File: src/sonco_pkg.sv
// Shared types, constants and the arctangent table of the sine oscillator.
// No dependencies; every other file but sonco_ram refers to it by scoped names.
package sonco_pkg;

  localparam int PHASE_BITS_DEFAULT  = 32;
  localparam int SAMPLE_BITS_DEFAULT = 24;

  localparam int STEP_BITS = 32;
  localparam int GAIN_BITS = 24;
  localparam int CFG_BITS  = 32;
  localparam int ANG_BITS  = 32;

  localparam logic [STEP_BITS-1:0] PHASE_STEP_RESET = 32'd39370534;
  localparam logic [GAIN_BITS-1:0] GAIN_RESET       = 24'd4194304;
  localparam logic [GAIN_BITS-1:0] GAIN_FULL        = 24'd8388608;

  localparam int CORDIC_STEPS = 30;
  localparam int CW           = 34;
  localparam logic signed [CW-1:0] CORDIC_X0    = 34'sd652032874;
  localparam logic signed [CW-1:0] HALF_TURN    = 34'sd2147483648;
  localparam logic signed [CW-1:0] QUARTER_TURN = 34'sd1073741824;
  localparam logic signed [CW-1:0] ROUND_Q23    = 34'sd64;
  localparam logic signed [CW-1:0] SINE_MAX     = 34'sd8388608;

  typedef enum logic [0:0] {
    REG_PHASE_STEP = 1'b0,
    REG_GAIN       = 1'b1
  } cfg_index_t;

  typedef struct packed {
    logic                valid;
    logic [ANG_BITS-1:0] ang;
  } angle_req_t;

  typedef struct packed {
    logic                 valid;
    logic signed [CW-1:0] y;
  } sine_res_t;

  function automatic logic [ANG_BITS-1:0] turn_atan(input int idx);
    logic [ANG_BITS-1:0] v;
    case (idx)
      0:  v = 32'h20000000;
      1:  v = 32'h12E4051E;
      2:  v = 32'h09FB385B;
      3:  v = 32'h051111D4;
      4:  v = 32'h028B0D43;
      5:  v = 32'h0145D7E1;
      6:  v = 32'h00A2F61E;
      7:  v = 32'h00517C55;
      8:  v = 32'h0028BE53;
      9:  v = 32'h00145F2F;
      10: v = 32'h000A2F98;
      11: v = 32'h000517CC;
      12: v = 32'h00028BE6;
      13: v = 32'h000145F3;
      14: v = 32'h0000A2FA;
      15: v = 32'h0000517D;
      16: v = 32'h000028BE;
      17: v = 32'h0000145F;
      18: v = 32'h00000A30;
      19: v = 32'h00000518;
      20: v = 32'h0000028C;
      21: v = 32'h00000146;
      22: v = 32'h000000A3;
      23: v = 32'h00000051;
      24: v = 32'h00000029;
      25: v = 32'h00000014;
      26: v = 32'h0000000A;
      27: v = 32'h00000005;
      28: v = 32'h00000003;
      29: v = 32'h00000001;
      default: v = 32'h00000000;
    endcase
    return v;
  endfunction

endpackage

File: src/sonco_scale.sv
// Round the sine to Q1.23, clamp, apply the gain and full scale, restore the sign.
// Depends on sonco_pkg.
module sonco_scale #(
  parameter int SAMPLE_BITS = sonco_pkg::SAMPLE_BITS_DEFAULT
) (
  input  logic                              clk,
  input  logic                              rst,
  input  logic                              advance,
  input  logic [sonco_pkg::GAIN_BITS-1:0]   gain,
  input  sonco_pkg::sine_res_t              sine,
  output logic                              res_valid,
  output logic [SAMPLE_BITS-1:0]            res_sample
);

  localparam int CW  = sonco_pkg::CW;
  localparam int MB  = 24;
  localparam int GMB = 47;
  localparam int FB  = SAMPLE_BITS - 1;
  localparam int AB  = 24 + FB;
  localparam int BB  = 23 + FB;
  localparam int TB  = SAMPLE_BITS + 46;
  localparam logic [FB-1:0] FULL_SCALE = {FB{1'b1}};

  logic signed [CW-1:0] s_round;
  logic signed [CW-1:0] s_clamp;
  logic signed [CW-1:0] s_abs;
  logic [MB-1:0]        g_sat;
  logic [2*MB-1:0]      gm_full;
  logic [TB-1:0]        total;
  logic [SAMPLE_BITS-1:0] mag;

  logic           v1, v2, v3;
  logic           n1, n2, n3;
  logic [MB-1:0]  m1;
  logic [GMB-1:0] gm2;
  logic [AB-1:0]  a3;
  logic [BB-1:0]  b3;

  always_comb begin
    s_round = (sine.y + sonco_pkg::ROUND_Q23) >>> 7;
    if (s_round > sonco_pkg::SINE_MAX) begin
      s_clamp = sonco_pkg::SINE_MAX;
    end else if (s_round < -sonco_pkg::SINE_MAX) begin
      s_clamp = -sonco_pkg::SINE_MAX;
    end else begin
      s_clamp = s_round;
    end
    s_abs   = s_clamp[CW-1] ? -s_clamp : s_clamp;
    g_sat   = (gain > sonco_pkg::GAIN_FULL) ? sonco_pkg::GAIN_FULL : gain;
    gm_full = g_sat * m1;
    total   = {a3, 23'b0} + TB'(b3);
    mag     = total[TB-1 -: SAMPLE_BITS];
  end

  always_ff @(posedge clk) begin
    if (rst) begin
      v1        <= 1'b0;
      v2        <= 1'b0;
      v3        <= 1'b0;
      res_valid <= 1'b0;
    end else if (advance) begin
      v1        <= sine.valid;
      v2        <= v1;
      v3        <= v2;
      res_valid <= v3;
    end
    if (advance) begin
      n1         <= s_clamp[CW-1];
      m1         <= s_abs[MB-1:0];
      n2         <= n1;
      gm2        <= gm_full[GMB-1:0];
      n3         <= n2;
      a3         <= AB'(gm2[GMB-1:23] * FULL_SCALE);
      b3         <= BB'(gm2[22:0] * FULL_SCALE);
      res_sample <= n3 ? (~mag + 1'b1) : mag;
    end
  end

endmodule

File: config.mk
export PLATFORM = sky130hd
export DESIGN_NAME = sonco_scale
export DESIGN_NICKNAME = d
export VERILOG_FILES = /design/src/sonco_pkg.sv /design/src/sonco_scale.sv
export SDC_FILE = /design/constraint.sdc
export NUM_CORES = 2
export LEC_CHECK = 0
export ABC_AREA = 1
export BUFFER_PORTS_ARGS = -buffer_cell sky130_fd_sc_hd__buf_2
export CAP_MARGIN = 20
export CORE_MARGIN = 1
export CORE_UTILIZATION = 45
export DETAILED_ROUTE_END_ITERATION = 16
export GPL_ROUTABILITY_DRIVEN = 0
export PLACE_DENSITY = 0.6
export REMOVE_ABC_BUFFERS = 1
export SETUP_SLACK_MARGIN = 0.2
export SLEW_MARGIN = 20
export SYNTH_ARGS = -nofsm -noshare
export SYNTH_HDL_FRONTEND = slang
export SYNTH_SLANG_ARGS = --single-unit
File: constraint.sdc
create_clock -name clk -period 10.16 [get_ports clk]
set_input_delay 3.048 -clock clk [delete_from_list [all_inputs] [get_ports clk]]
set_output_delay 3.048 -clock clk [all_outputs]
set_load 0.02 [all_outputs]
== Yosys cells after proc, flatten, opt, wreduce, memory -nomap -nowiden ==
Index checks and enable logic that the tools add are counted.

* Add/subtract/negate cells: 4
* Bitwise logic cells: 1
* Magnitude comparators: 3
* Multiply operators: 3
* Mux-type cells: 5

{| class="wikitable"
|+ Operators by type and width
! operator !! number
|-
| $mux 24 || 3
|-
| $add 70x46->70 || 1
|-
| $mux 34 || 2
|-
| $mul 24x23->47 const B || 1
|-
| $mul 24x24->47 || 1
|-
| $mul 23x23->46 const B || 1
|-
| $add 34x8->34 const B || 1
|-
| $gt 27x25->1 const B || 1
|-
| $lt 27x24->1 const B || 1
|-
| $add 24x1->24 const B || 1
|-
| $gt 24x24->1 const B || 1
|-
| $neg 24->24 || 1
|-
| $not 24->24 || 1
|}

* Bits in registers: 195
* Output and inout bits: 25
* Word-level logic and storage cells: 28

== Depth between registers and ports, before layout ==
* Depth in word-level cells: 6
* Depth in mapped cells: 38
* Depth with buffers taken out: 36

== Worst setup path before layout ==
OpenSTA, ideal clock, no wires.

* Path kind: input to register
* Start point: input port gain[17] (netlist name)
* End point: register gm2[45], data pin
* Setup slack: 0.208 ns
* Data arrival time: 9.690 ns
* Required time: 9.898 ns
* Path buffers: 2
* Cell stages on the path: 34
* Cells stage by stage: inv_1 nand4_1 nor4_1 nand4_1 nand2_1 inv_1 clkbuf_1 nor2_1 clkbuf_1 nand2_1 fa_1 inv_1 fa_1 inv_1 fa_1 inv_1 fa_1 fa_1 fa_1 inv_1 fa_1 inv_1 ha_1 nand2_1 nor2_1 nand2_1 nor4_1 nand2_1 o211ai_1 a21o_1 nand3_1 nand2_1 a21oi_1 xor2_1

* Cells in the longest elaborated chain, start to end: 3

{| class="wikitable"
|+ Ends and longest elaborated chain
! element !! line !! text
|-
| from (decl) || sonco_scale.sv:9 || <nowiki>input logic [sonco_pkg::GAIN_BITS-1:0] gain,</nowiki>
|-
| $gt 24x24->1 || sonco_scale.sv:49 || <nowiki>g_sat = (gain > sonco_pkg::GAIN_FULL) ? sonco_pkg::GAIN_FULL : gain;</nowiki>
|-
| $mux 24 * || sonco_scale.sv:49 ||
|-
| $mul 24x24->47 * || sonco_scale.sv:50 || <nowiki>gm_full = g_sat * m1;</nowiki>
|-
| via gm_full[45] || sonco_scale.sv:28 || <nowiki>logic [2*MB-1:0] gm_full;</nowiki>
|-
| to (signal assigned) || sonco_scale.sv:71 || <nowiki>gm2 <= gm_full[GMB-1:0];</nowiki>
|-
| to (decl) || sonco_scale.sv:35 || <nowiki>logic [GMB-1:0] gm2;</nowiki>
|}

Mark *: on every way through the listed nets, which the timed path passes. The rest lies on a longest branch.
A chain may end at the register's enable or synchronous reset.

== Final worst setup path ==
* Start point: input port gain[15] (netlist name)
* End point: register gm2[44], data pin

The elaborated chain is that of the path after synthesis.

==> metrics.md <==
| Metric | Value |
|---|---|
| Layout area overhead | 10.6% |
| Max Cap Violations | 0 |
| Sequential share of the synthesized area | between 10% and 20% |
| Fin. max-slew vios | 0 |
| Buffers added on ports | 80 |
| Max Fanout on Critical Path | 8 |
| FFs w/ async S/R, synth | 0% |
| Post-synth EDFFs | approximately 170 |
| Row Count | around 120 |
| DRC | 0 |
| Drt initial violations | ~2300 |
| Detailed Route WL | ~130 mm |
| CTS tree | built |
| Status | complete, no violations |
| FF-to-FF Start | m1[6] |
| CTS clk-pin slew, worst paths | ~80 ps |
| Pre-CTS setup slack | -582 ps |
| Rel. slew slack | roughly a third |
| Worst Path Required | 10400 ps |
| FMAX | just over 0.1 GHz |
| Netlist cell types | 58 |
| CP Launch Type | primary input |
| First-pass GRT wire length | 209 mm |
| Initial antenna violation count | 1 |
| Hpwl dp | between 100 and 150 mm |
| Iteration count of the initial detailed-routing pass | 6 |
| Post-layout min period | roughly 9900 ps |
| Syn avg cell area | roughly 8.7 sq um |
| Via count | 37200 |
| Top FF cell, synth | edfxtp_1 |
| Die Y | 333 um |
| Antenna cells | 0 |
| Fin crit share | around 100% |
| Gate Count Post-Synth | 5694 |
| Critical path class | primary input to register |
| TritonCTS Buffers | 17 |
| Core area | 0.109 sq mm |
| DIE AREA | about 0.11 sq mm |
| Crit-path max cell delay | roughly 590 ps |
| WL/cell | around 18 um |
| CP endpoint kind | register |
| Seq cells post-synth | 172 |
| Worst path slowest cell | fa_2 |
| Worst hold path type | register to register |
| Worst setup margin | between 200 and 250 ps |
| Die width | around 330 um |
| Crit path arrival time | about 10000 ps |
| Global route overflow | 0 |
| CTS root buf | clkbuf_16 |
| Final antenna-violating net count | 0 |
| Worst reg2reg endpoint | gm2[44] |
| R2R cell count | 26 |
| Overall Global Routing Usage | about 24% |
| R2r setup slk | between 2000 and 2500 ps |
| Fillers | 10300 |
| Vias in the first global route | a little under 40000 |
| Crit path launch | gain[15] |
| Final #Nets | about 7600 |
| RSZ-0062 raised after global routing | yes |
| Slew @ Worst Pin | around 980 ps |
| Mapped Area | just under 0.05 sq mm |
| # setup viols final | 0 |
| H-tree levels | 4 |
| Clock sink count | 172 |
| Initial Utilization | a little under half |
| Clock skew | about 24 ps |
| Crit-path most repeated cell | inv_1 |
| Syn. warnings | 0 |
| Fraction of layout cells with a size suffix above 1 | under 10% |
| Clk buf depth | 2 |
| Largest net degree at the start of global routing | 69 |
| Worst-Skew Late Latency | 500 ps |
| Final Hold Vio Count | 0 |
| Setup crit end | gm2[44] |
| IO Count | slightly below 90 |
| DR vias/cell | just over 5 |
[placed cells by master, fill, tap and decap left out, types with 16 or more instances in the layout]
master and instances:
nand3_1 106, buf_2 75, inv_2 21, o21ai_0 105, o21a_1 19, inv_1 1562
nand2_2 22, nor4_1 16, nand4_1 48, o21ai_1 18, a31oi_1 32, fa_1 1021
buf_4 242, nor2_2 33, buf_6 19, edfxtp_1 168, nor3_1 23, nand2_1 848
xor2_1 105, xnor2_1 56, ha_1 478, nor2_1 530, clkbuf_16 17, a21oi_1 183
[what timing repair did]
action	CTS	global route
hold buffers	0	0
gates cloned	0	1
setup buffers	2	30
pin swaps	2	63
endpoints found under the setup margin	6	20
resized for setup	16	193
[sequential cells by signal, indices dropped and copies added (netlist names)]
| signal | count |
|---|---|
| a3 | 47 |
| b3 | 23 |
| gm2 | 47 |
| m1 | 24 |
| n1 | 1 |
| n2 | 1 |
| n3 | 1 |
| res_sample | 24 |
| res_valid | 1 |
| v1 | 1 |
| v2 | 1 |
| v3 | 1 |
[logic make-up after synthesis]
family | Yosys count | synth area share [%]
buf+inv | 1697 | 13.0
compound gates | 462 | 5.39
fa+ha+maj | 1526 | 54.5
xor+xnor | 162 | 2.89
flops | 172 | 10.4
simple gates | 1675 | 13.8
[per-stage QoR]
| stage | cell area [sq um] | hold slack, ps | instances | util (%) | setup TNS (ps) |
|---|---|---|---|---|---|
| 6_report | 54500 | 424 | 7389 | 50.1 | 0 |
| 5_1_grt | 54500 | 428 | 7389 | 50.1 | -40.4 |
| 4_1_cts | 53600 | 424 | 7358 | 49.3 | 0 |
| 3_5_place_dp | 52900 | 405 | 7324 | 48.6 | -4500 |
| 3_3_place_gp | 52900 | 405 | 7324 | 48.6 | -3410 |
| 2_1_floorplan | 48900 | 400 | 5600 | - | -1010 |
[worst min path at each step]
stage	startpoint	slack [ps]	cells after the start	to
4_1_cts	n1	420	0	n2
3_3_place_gp	n1	410	0	n2
2_1_floorplan	n1	400	0	n2
3_5_place_dp	n1	400	0	n2
6_report	n1	420	0	n2
5_1_grt	n1	430	0	n2
[synthesized netlist by cell type, types with 4 or more instances]
cell type  instances  area (sq um)
a21boi_0           5          37.5
a21o_1            16           120
a21oi_1          197           986
a31oi_1           35           219
clkbuf_1          87           327
clkinv_1          16          60.1
dfxtp_1            4          80.1
edfxtp_1         168          5040
fa_1            1035         20700
ha_1             491          6140
inv_1           1582          5940
inv_2              4          15.0
nand2_1          868          3260
nand2_2            5          31.3
nand2_4            6          67.6
nand3_1          110           551
nand3b_1           9          67.6
nand4_1           48           300
nor2_1           568          2130
nor2_2             4          25.0
nor2_4             4          45.0
nor3_1            23           115
nor4_1            19           119
o2111ai_1          4          35.0
o211ai_1          13          97.6
o21a_1            19           143
o21ai_0          118           591
o21ai_1           11          55.1
o21bai_1          12          90.1
o221ai_1           7          61.3
o41ai_1            7          61.3
xnor2_1           56           490
xor2_1           105           920
[area by class of cell]
cell class | instances | area, sq um | share of cell area, %
clock buffers | 17 | 425 | 0.780
clock inverters | 15 | 210 | 0.386
well taps | 1414 | 1770 | 3.25
inverters | 1603 | 6040 | 11.1
flip-flops and latches | 172 | 5120 | 9.40
multi-input cells | 3825 | 38400 | 70.4
repair buffers | 343 | 2540 | 4.65
[critical path: cells and delay by family]
kind,cells,cell delay [ps]
adders and majority gates,8,3790
AOI/OAI and AO/OA,2,280
and+or+nand+nor,12,1550
xor gates and xnor gates,1,100
buffers and inverters,15,1380
[metal layers]
layer  global-route usage [%]  part of all wire, %
met3                     3.06                  5.4
met1                     32.1                   43
met4                     6.69                  2.8
met5                        0               0.0098
met2                     41.9                   48
Power is left out: the tool's default activity adds up to more than one toggle a clock period on the data nets, which glitch-free logic cannot reach.
