### config.mk
export PLATFORM = sky130hd
export DESIGN_NAME = sonco_phase
export DESIGN_NICKNAME = d
export VERILOG_FILES = /design/src/sonco_pkg.sv /design/src/sonco_ram.sv /design/src/sonco_phase.sv
export SDC_FILE = /design/constraint.sdc
export NUM_CORES = 1
export LEC_CHECK = 0
export BUFFER_PORTS_ARGS = -buffer_cell sky130_fd_sc_hd__clkbuf_2
export CORE_UTILIZATION = 45
export CTS_CLUSTER_SIZE = 8
export DETAILED_ROUTE_END_ITERATION = 10
export PLACE_DENSITY_LB_ADDON = 0.05
export REMOVE_ABC_BUFFERS = 1
export SETUP_SLACK_MARGIN = 0.05
export SYNTH_ARGS = -nofsm -noshare
export SYNTH_HDL_FRONTEND = slang
export SYNTH_SLANG_ARGS = --single-unit
### constraint.sdc
create_clock -name clk -period 6.4 [get_ports clk]
set_input_delay 1.28 -clock clk [delete_from_list [all_inputs] [get_ports clk]]
set_output_delay 1.28 -clock clk [all_outputs]
set_load 0.05 [all_outputs]
### src/sonco_pkg.sv
// Shared types, constants and the arctangent table of the sine oscillator.
// No dependencies; every other file but sonco_ram refers to it by scoped names.
package sonco_pkg;

  localparam int PHASE_BITS_DEFAULT  = 32;
  localparam int SAMPLE_BITS_DEFAULT = 24;

  localparam int STEP_BITS = 32;
  localparam int GAIN_BITS = 24;
  localparam int CFG_BITS  = 32;
  localparam int ANG_BITS  = 32;

  localparam logic [STEP_BITS-1:0] PHASE_STEP_RESET = 32'd39370534;
  localparam logic [GAIN_BITS-1:0] GAIN_RESET       = 24'd4194304;
  localparam logic [GAIN_BITS-1:0] GAIN_FULL        = 24'd8388608;

  localparam int CORDIC_STEPS = 30;
  localparam int CW           = 34;
  localparam logic signed [CW-1:0] CORDIC_X0    = 34'sd652032874;
  localparam logic signed [CW-1:0] HALF_TURN    = 34'sd2147483648;
  localparam logic signed [CW-1:0] QUARTER_TURN = 34'sd1073741824;
  localparam logic signed [CW-1:0] ROUND_Q23    = 34'sd64;
  localparam logic signed [CW-1:0] SINE_MAX     = 34'sd8388608;

  typedef enum logic [0:0] {
    REG_PHASE_STEP = 1'b0,
    REG_GAIN       = 1'b1
  } cfg_index_t;

  typedef struct packed {
    logic                valid;
    logic [ANG_BITS-1:0] ang;
  } angle_req_t;

  typedef struct packed {
    logic                 valid;
    logic signed [CW-1:0] y;
  } sine_res_t;

  function automatic logic [ANG_BITS-1:0] turn_atan(input int idx);
    logic [ANG_BITS-1:0] v;
    case (idx)
      0:  v = 32'h20000000;
      1:  v = 32'h12E4051E;
      2:  v = 32'h09FB385B;
      3:  v = 32'h051111D4;
      4:  v = 32'h028B0D43;
      5:  v = 32'h0145D7E1;
      6:  v = 32'h00A2F61E;
      7:  v = 32'h00517C55;
      8:  v = 32'h0028BE53;
      9:  v = 32'h00145F2F;
      10: v = 32'h000A2F98;
      11: v = 32'h000517CC;
      12: v = 32'h00028BE6;
      13: v = 32'h000145F3;
      14: v = 32'h0000A2FA;
      15: v = 32'h0000517D;
      16: v = 32'h000028BE;
      17: v = 32'h0000145F;
      18: v = 32'h00000A30;
      19: v = 32'h00000518;
      20: v = 32'h0000028C;
      21: v = 32'h00000146;
      22: v = 32'h000000A3;
      23: v = 32'h00000051;
      24: v = 32'h00000029;
      25: v = 32'h00000014;
      26: v = 32'h0000000A;
      27: v = 32'h00000005;
      28: v = 32'h00000003;
      29: v = 32'h00000001;
      default: v = 32'h00000000;
    endcase
    return v;
  endfunction

endpackage

### src/sonco_ram.sv
// Generic single-port-write, single-port-read RAM with registered read data.
// No dependencies.
module sonco_ram #(
  parameter int WIDTH = 8,
  parameter int DEPTH = 2,
  localparam int ADDR_BITS = (DEPTH > 1) ? $clog2(DEPTH) : 1
) (
  input  logic                 clk,
  input  logic                 we,
  input  logic [ADDR_BITS-1:0] waddr,
  input  logic [WIDTH-1:0]     wdata,
  input  logic [ADDR_BITS-1:0] raddr,
  output logic [WIDTH-1:0]     rdata
);

  logic [WIDTH-1:0] mem [0:DEPTH-1];

  always_ff @(posedge clk) begin
    if (we) begin
      mem[waddr] <= wdata;
    end
    rdata <= mem[raddr];
  end

endmodule

### src/sonco_phase.sv
// Phase accumulator held in a one-entry RAM: read, add the tuning word, write back.
// Depends on sonco_pkg and sonco_ram.
module sonco_phase #(
  parameter int PHASE_BITS = sonco_pkg::PHASE_BITS_DEFAULT
) (
  input  logic                              clk,
  input  logic                              rst,
  input  logic                              adv,
  input  logic [sonco_pkg::STEP_BITS-1:0]   phase_step,
  output sonco_pkg::angle_req_t             req
);

  localparam int SUM_BITS = (PHASE_BITS > sonco_pkg::STEP_BITS) ? PHASE_BITS
                                                               : sonco_pkg::STEP_BITS;

  logic [PHASE_BITS-1:0] rdata;
  logic [PHASE_BITS-1:0] fwd;
  logic [PHASE_BITS-1:0] cur;
  logic [PHASE_BITS-1:0] phase_next;
  logic [SUM_BITS-1:0]   sum;
  logic                  phase_valid;
  logic                  wrote_last;
  logic [sonco_pkg::ANG_BITS-1:0] ang;

  sonco_ram #(
    .WIDTH (PHASE_BITS),
    .DEPTH (1)
  ) u_ram (
    .clk   (clk),
    .we    (adv),
    .waddr (1'b0),
    .wdata (phase_next),
    .raddr (1'b0),
    .rdata (rdata)
  );

  always_comb begin
    if (!phase_valid) begin
      cur = '0;
    end else if (wrote_last) begin
      cur = fwd;
    end else begin
      cur = rdata;
    end
    sum        = SUM_BITS'(cur) + SUM_BITS'(phase_step);
    phase_next = sum[PHASE_BITS-1:0];
  end

  generate
    if (PHASE_BITS >= sonco_pkg::ANG_BITS) begin : g_ang_top
      assign ang = cur[PHASE_BITS-1 -: sonco_pkg::ANG_BITS];
    end else begin : g_ang_shift
      assign ang = {cur, {(sonco_pkg::ANG_BITS - PHASE_BITS){1'b0}}};
    end
  endgenerate

  assign req.valid = adv;
  assign req.ang   = ang;

  always_ff @(posedge clk) begin
    if (rst) begin
      phase_valid <= 1'b0;
      wrote_last  <= 1'b0;
    end else begin
      wrote_last <= adv;
      if (adv) begin
        phase_valid <= 1'b1;
      end
    end
    if (adv) begin
      fwd <= phase_next;
    end
  end

endmodule

Word level (Yosys, flattened, before mapping). Memory sizes are Yosys's and may differ from the RTL's. A register that Yosys moved wholly into a read port is not among the register bits. Cells that the tools add are included.

Logic and storage cells: 9. Output and inout port bits: 33. Bits in latches: 0. ROM bits: 0. Memories: 1. Bits in registers: 34. Input bits: 35. Bits in writable memories: 32.

Divide/modulo/power cells: 0. Equal/unequal tests: 0. Reduce and logical (&&, ||, !) cells: 0. $lt $le $gt $ge: 0. Shifts and indexed selects: 0. Bitwise gates (word level): 0. Multipliers: 0. Add/subtract/negate cells: 1. Muxes and demuxes: 4.

Memories: u_ram.mem (words 1, bits a word 32, read ports 1, clocked after memory_dff 1, wr ports 1, line sonco_ram.sv:16) `logic [WIDTH-1:0] mem [0:DEPTH-1];`.

Operator list (count): 32-bit two-way mux (2); 32-bit adder (1); 1-bit two-way mux (2).

Logic depth before layout (Yosys ltp). Gate-level depths: netlist of the first run.

Depth in word-level cells: 3. Gate-level depth with buffers: 12. Depth with buffers taken out: 10.

Modules after synthesis. Synthesis of the first run repeated with hierarchy kept, for this count alone.

Cell total of the unflattened synthesis: 415. Area, all modules: 4873.4 um^2.

Modules (own cells, without submodules): sonco_phase (cells each 351, area each 3271.9 um^2, instances 1); sonco_ram (cells each 64, area each 1601.5 um^2, instances 1).

Worst setup path after synthesis of the first run. No wires, ideal clock.

Path kind: reg-to-reg. Start point: register wrote_last. End point: memory u_ram.mem[0][31] in the netlist's numbering, data pin. Data arrival time: 3554 ps. Stages on the path, launching flop included: 13. Clock period less this slack: 3810 ps. Data required time: 6144 ps. Library setup time: 256 ps. Setup slack: 2590 ps. Path through: dfxtp_1 clkbuf_1 buf_1 mux2i_1 nor2b_1 ha_1 buf_6 a21o_1 a31o_1 o21bai_1 or3_1 o21a_1 o211a_1.

RTL lines: start: declaration (line sonco_phase.sv:22) `logic wrote_last;`; start signal: assignment (line sonco_phase.sv:65) `wrote_last <= adv;`; end: declaration (line sonco_ram.sv:16).

Worst setup path after layout of the first run.
Start point: register wrote_last. End point: memory u_ram.mem[0][28] in the netlist's numbering, data pin.

Longest elaborated chain between the ends: 3.

RTL lines: 32-bit two-way mux (line sonco_phase.sv:40) `end else if (wrote_last) begin`; 32-bit two-way mux (line sonco_phase.sv:38) `if (!phase_valid) begin`; 32-bit adder (line sonco_phase.sv:45) `sum = SUM_BITS'(cur) + SUM_BITS'(phase_step);`; via phase_next[28] (line sonco_phase.sv:19) `logic [PHASE_BITS-1:0] phase_next;`.

The timed path passes the listed nets, and every way through them passes these cells.

==> impl_results.md, run 1 <==
- Outcome: finished clean
- Register area: 0.00164 sq mm
- Critical Path AT: 3.76 ns
- Total Die Area: 0.00906 sq mm
- CP peak stage delay: 1.02 ns
- Setup TNS: 0 ns
- Final setup violating endpoints: 0
- M2 GR Usage: between 20% and 30%
- Worst-path cell chain: mux2i_1 > nor2b_1 > ha_1 > fa_1 > a211oi_2 > o21ai_1 > a211oi_1 > nand2_1 > a211oi_1 > xnor2_1
- CTS tree: done
- Yosys warnings: 0
- DR pass1 iterations: 4
- CP Buf/Inv Count: 0
- Vias/cell: around 5.4
- Share of cells above drive strength 1: 20.1%
- Maximum vdd drop: 0.159 mV
- ANT cells: 0
- Via count: 2999
- Grt total ovfl: 0
- Type of the most critical hold path: flop to flop
- Post-cts gate resize count: 0
- Slew Limit Fails: 0
- Core area: slightly above 0.008 sq mm
- Routed wire length: 8360 microns
- Period Utilization, post-route: 57.5%
- Footprint of the multi-input gates: about 0.0022 sq mm
- Worst endpoint required time: ~6.5 ns
- Post-synth top area cell: edfxtp_1
- Sequential-to-total area share from yosys stat: 42.0%
- Initial Util: 47.1%
- CTS buffer count: 9
- # hold bufs at CTS: 0
- Worst Setup End Kind: flop
- DRT antenna net count: 0
- Most frequent cells after synthesis: 35 x nor2b_1, 34 x dfxtp_1, 32 x edfxtp_1
- Clock sinks: 66
- Iter 0 DRT Violations: 62
- Routability cong.: slightly below 0.9
- # rows: 33
- Max FO, Critical Path: 32
- Measured slew at the worst slew-check pin: 1.15 ns
- Width of the die: 95.2 microns
- Syn Area/Cell: 10.2 sq um
- Top delay family on crit path: compound AO/OA/AOI/OAI gates
- Post-CTS Setup Repair Bufs: 0
- First-pass GRT wire length: 13500 microns
- Fin crit period: around 3.7 ns
- Worst clock skew: 0.0129 ns
- Cell count after synthesis: about 380
- Top FF cell, synth: dfxtp_1
- Post-Synthesis Cell Area: 0.00391 sq mm
- Vias in the first global route: 2801
- Slowest cell on crit path: dfxtp_2
- CTS H-tree lvls: 3
- Crit path kind: flop to flop
- Slew HR: between 20% and 30%
- Tot Pwr: about 1.3 mW
- Clock Pin Slew Worst Setup and Hold Paths: 0.07 ns
- Leak: ~2.0 nW
- Port Buffer Count: 67
- Reg2Reg Setup Slack: around 2.7 ns
- Critical path launch point type: flop
- Layout area overhead: 15.4%
- DIE HEIGHT: between 90 and 100 microns
- Power Dens Cells: roughly 290 mW/mm^2
- Max Fclk: 0.272 GHz
- Synth unique cells: 49
- Dpl hpwl: 6030 microns
- I/O pins: just under 70
- Yosys top cell area share: 24.6%
- Max Cap Violations: 0
- Post-DR wirelength/cell: 15.0 microns
- Count leader, synth: nor2b_1
- Clk root buf: clkbuf_8
- Worst-Skew Late Latency: 0.35 ns
- Synth area leaders: edfxtp_1 25%, dfxtp_1 17%, ha_1 9.9%
- Largest net degree at the start of global routing: 36
- Nets: 514
- Ys async rst share: 0%
- Met3 Usage GRT: 3.75%
- GRT Max-Usage Layer: met2
- Post-synth EDFFs: 32
- CTS Buffer Depth: 2
- Seq cells post-synth: 66
- Met1 GRT Util: 27.7%
- DR DRC count: 0
- Final Hold Slack: about 0.37 ns
- Unrepaired setup endpoints after global routing: no
- Critical Path Most Common Cell: a211oi_1
- Gr usage total: 19.7%
- Final Hold Fails: 0
- Antenna violations before repair: 0
- Fillers: between 700 and 800
-- power breakdown --
| group | switching [mW] | internal (mW) |
|---|---|---|
| sequential | 0.0317 | 0.525 |
| clock | 0.163 | 0.189 |
| combinational | 0.239 | 0.142 |
-- worst paths after layout --
| kind | to | start | depth (start not counted) |
|---|---|---|---|
| hold reg to reg | u_ram.rdata[0] | u_ram.mem[0][0] | 0 |
| setup / recovery | u_ram.mem[0][28] | wrote_last | 10 |
| setup reg to reg | u_ram.mem[0][28] | wrote_last | 10 |
| hold / removal | u_ram.rdata[0] | u_ram.mem[0][0] | 0 |
-- cells in the final DEF (no fill, tap or decap), drive strengths merged, types with 3 or more instances in the layout --
cell,Yosys,routed
a211oi,8,8
a21o,13,13
a21oi,30,30
a31oi,5,5
clkbuf,7,78
dfxtp,34,34
edfxtp,32,32
ha,31,31
inv,8,8
mux2i,31,31
nand2,20,20
nand2b,3,3
nand3,7,7
nand4,5,5
nor2,21,21
nor2b,35,35
o211ai,4,4
o21a,4,4
o21ai,20,20
o21bai,3,3
or3,5,5
xnor2,22,22
xor2,7,7
-- flip-flops by register name, indices dropped and copies added, names as in the netlist --
signal	flops
wrote_last	1
u_ram.mem	32
phase_valid	1
u_ram.rdata	32
-- metrics by stage --
| step | utilization (%) | area, sq um | cells | setup WS (ns) |
|---|---|---|---|---|
| final | 54.3 | 4510 | 557 | 2.72 |
| after global routing | 54.3 | 4510 | 557 | 2.36 |
| after CTS | 54.3 | 4510 | 557 | 2.68 |
| after detailed placement | 52.0 | 4310 | 541 | 2.68 |
| after global placement | 52.0 | 4310 | 541 | 2.68 |
| after floorplan | - | 3850 | 369 | 2.21 |
-- final cells by class --
class,count,share of cell area [%]
clock buffer,11,3.13
clock inverter,5,1.22
inverter,8,0.666
multi-input combinational,295,48.2
sequential,66,36.4
tap,105,2.91
timing repair buffer,67,7.43
-- kinds of logic (layout without fill, tap and decap cells) --
logic type	after synthesis	in the layout	synth area share, %
simple gates	103	103	13.7
flops	66	66	42.0
fa+ha+maj	32	32	10.4
buf+inv	21	91	2.37
mux	32	32	8.23
xor+xnor	29	29	6.50
compound gates	99	99	16.8
-- metal layers --
metal / vias to the layer above / routed length [microns]
li1: 1541 / -
met1: 1381 / 4410
met2: 64 / 3500
met3: 13 / 295
met4: 0 / 144
met5: - / 0
Power figures use the tool's default switching activity.
==> inputs of run 2 (changes only) <==
--- a/config.mk
+++ b/config.mk
@@ -5,6 +5,7 @@
 export SDC_FILE = /design/constraint.sdc
 export NUM_CORES = 1
 export LEC_CHECK = 0
+export ABC_AREA = 1
 export BUFFER_PORTS_ARGS = -buffer_cell sky130_fd_sc_hd__clkbuf_2
 export CORE_UTILIZATION = 45
 export CTS_CLUSTER_SIZE = 8
==> constraint.sdc (replaced) <==
create_clock -name clk -period 3.7 [get_ports clk]
set_input_delay 0.74 -clock clk [delete_from_list [all_inputs] [get_ports clk]]
set_output_delay 0.74 -clock clk [all_outputs]
set_load 0.05 [all_outputs]
==> run 2 against run 1 <==
Clock skew down 0.0038 ns. Sequential power grew 69%. Highest routed layer unchanged. Critical path depth grew 3. Synthesized cell count is 75% higher.
==> impl_results.md, run 2 <==
- # hold bufs at CTS: 0
- Vias in the first global route: 4043
- Measured slew at the worst slew-check pin: 0.678 ns
- Setup TNS: 0 ns
- Port Buffer Count: 67
- Post-Synthesis Cell Area: 0.00444 sq mm
- CTS H-tree lvls: 3
- Cells after DPL: 859
- Leak: 2.99 nW
- Core area: 0.00942 sq mm
- CTS buffer count: 9
- Post-synth EDFFs: 32
- Most common cell after layout, fill and taps aside: nand2_1
- Yosys warnings: 0
- Switching power: 0.816 mW
- Worst clock skew: just over 0.009 ns
- Clk pwr share: 29.7%
- Crit path kind: flop to flop
- Unrepaired setup endpoints after global routing: no
- Setup ws final: around 0.89 ns
- Final Hold Fails: 0
- Width of the die: 101 microns
- Grt total ovfl: 0
- Most frequent cells after synthesis: 226 x nand2_1, 113 x inv_1, 103 x nor2_1
- Max Fclk: between 0.3 and 0.4 GHz
- Share of cells above drive strength 1: 13.5%
- DRT antenna net count: 0
- Seq cells post-synth: 66
- Synth unique cells: 24
- Initial Util: 47.2%
- Max Cap Violations: 0
- Dpl hpwl: roughly 9000 microns
- Top FF cell, synth: dfxtp_1
- CTS Buffer Depth: 2
- Worst endpoint required time: about 3.8 ns
- Iter 0 DRT Violations: 196
- Cell-internal power: 1.49 mW
- Largest net degree at the start of global routing: 35
- Hold_sp: u_ram.mem[0][31]
- Type of the most critical hold path: flop to flop
- DR DRC count: 0
- Largest regs: u_ram.mem: 32 flops, u_ram.rdata: 32 flops
- Critical Path AT: 2.92 ns
- Period Utilization, post-route: 75.9%
- Count leader, synth: nand2_1
- Max FO, Critical Path: 18
- Post-CTS Setup Repair Bufs: 0
- CTS tree: done
- Clk root buf: clkbuf_8
- Outcome: finished clean
- ANT cells: 0
- Critical path origin: wrote_last
- Fin crit period: 2.81 ns
- Post-synth top area cell: edfxtp_1
- Syn Area/Cell: approximately 6.6 sq um
- # rows: 35
- Switching share of power: 35.4%
- Power Dens Cells: 448 mW/mm^2
- Yosys top cell area share: 21.6%
- Cell count after synthesis: 669
- Routability cong.: 0.990
- Routed wire length: 11600 microns
- Worst Setup End Kind: flop
- Slew HR: between 50% and 60%
- Tot Pwr: 2.31 mW
- Antenna violations before repair: 0
- I/O pins: 68
- Synth area leaders: edfxtp_1 22%, nand2_1 19%, dfxtp_1 15%
- Reg2Reg Setup Slack: 0.89 ns
- Gr usage total: 24.4%
- Maximum vdd drop: 0.316 mV
- Worst r2r src: wrote_last
- Clock sinks: 66
- Design area: 0.00515 sq mm
- Dpl ws: 0.892 ns
- Sequential Power Share: 40.7%
- First-pass GRT wire length: between 15000 and 20000 microns
- Slew Limit Fails: 0
- Critical path launch point type: flop
- Worst-path cell chain: inv_1 > buf_4 > nor2_1 > nor2_1 > ha_1 > a21oi_1 > nor2_1 > nor2_1 > nand2_1 > a21oi_1 > nand2_1 > nand2_1 > nand2_1
- Post-cts gate resize count: 0
- Layout Utilization: between 50% and 60%
- Final Hold Slack: between 0.3 and 0.4 ns
- Worst-Skew Late Latency: 0.35 ns
- Post-DR wirelength/cell: 13.3 microns
- Nets: a little over 800
- Most frequent cells in the layout: 226 x nand2_1, 113 x inv_1, 103 x nor2_1, 67 x clkbuf_2, 34 x dfxtp_1
- Vias/cell: 4.85
- CP peak stage delay: 0.49 ns
- Fillers: 953
- Slowest cell on crit path: inv_1
- Fin cells: 875
- Total Die Area: just over 0.01 sq mm
- DR pass1 iterations: 5
- Layout area overhead: 16.0%
- Placement Cell Area: 0.00493 sq mm
- Via count: 4243
- Comb pwr share: 29.6%
- Sequential-to-total area share from yosys stat: 36.9%
- DIE HEIGHT: 101 microns
- Final setup violating endpoints: 0
- Clock Pin Slew Worst Setup and Hold Paths: 0.07 ns
- Ys async rst share: 0%
run 2: cell count changes after synthesis, sizes merged, moves of 12 or more:
cell / change
a21o: -12
inv: +107
mux2i: -31
nand2: +214
nand3: +20
nor2: +83
nor2b: -35
xnor2: -21
run 2: final timing paths:
| check | to | depth (start not counted) |
|---|---|---|
| max | u_ram.mem[0][28] | 13 |
| min | u_ram.rdata[31] | 0 |
| max reg2reg | u_ram.mem[0][28] | 13 |
| min reg2reg | u_ram.rdata[31] | 0 |
run 2: final cells by class:
type                    instances  area, sq um  area share, %
flip-flops and latches         66         1640           31.9
clock buffers                  13          180           3.50
repair buffers                 71          365           7.09
clock inverters                 3         43.8          0.850
multi-input cells             478         2330           45.2
well taps                     129          161           3.13
inverters                     115          432           8.38
run 2: cell families (layout without fill, tap and decap cells):
kind of cell    count (synthesis)  after routing  synth area share, %
flops                          66             66                 36.9
buf+inv                       125            202                 10.6
compound gates                 54             54                 6.25
fa+ha+maj                      32             32                 9.18
simple gates                  376            376                 33.8
xor+xnor                       16             16                 3.15
run 2: per-layer routing:
metal  up-vias  part of all wire [%]  global-route usage, %
met5         -                     0                      0
met4         0                   1.1                   7.25
met3        12                   5.3                   4.00
met2       123                    43                   37.4
met1      1905                    51                   35.3
li1       2203                     -                      -
run 2: worst max-delay path: cells and delay by family, from the launching register on:
| family | cells | cell delay [ns] |
|---|---|---|
| AO/OA/AOI/OAI | 2 | 0.47 |
| adder cells (fa/ha/maj) | 1 | 0.32 |
| buffers and inverters | 2 | 0.83 |
| flip-flops | 1 | 0.31 |
| AND/OR/NAND/NOR | 8 | 0.62 |
run 2: power by group through the flow:
| stage | Combinational [mW] | Clock, mW | Sequential (mW) |
|---|---|---|---|
| 6_report | 0.683 | 0.685 | 0.940 |
| 5_1_grt | 0.762 | 0.734 | 0.951 |
| 4_1_cts | 0.681 | 0.704 | 0.940 |
| 3_5_place_dp | 0.677 | 0 | 0.956 |
| 3_3_place_gp | 0.675 | 0 | 0.951 |
| 2_1_floorplan | 0.494 | 0 | 0.943 |
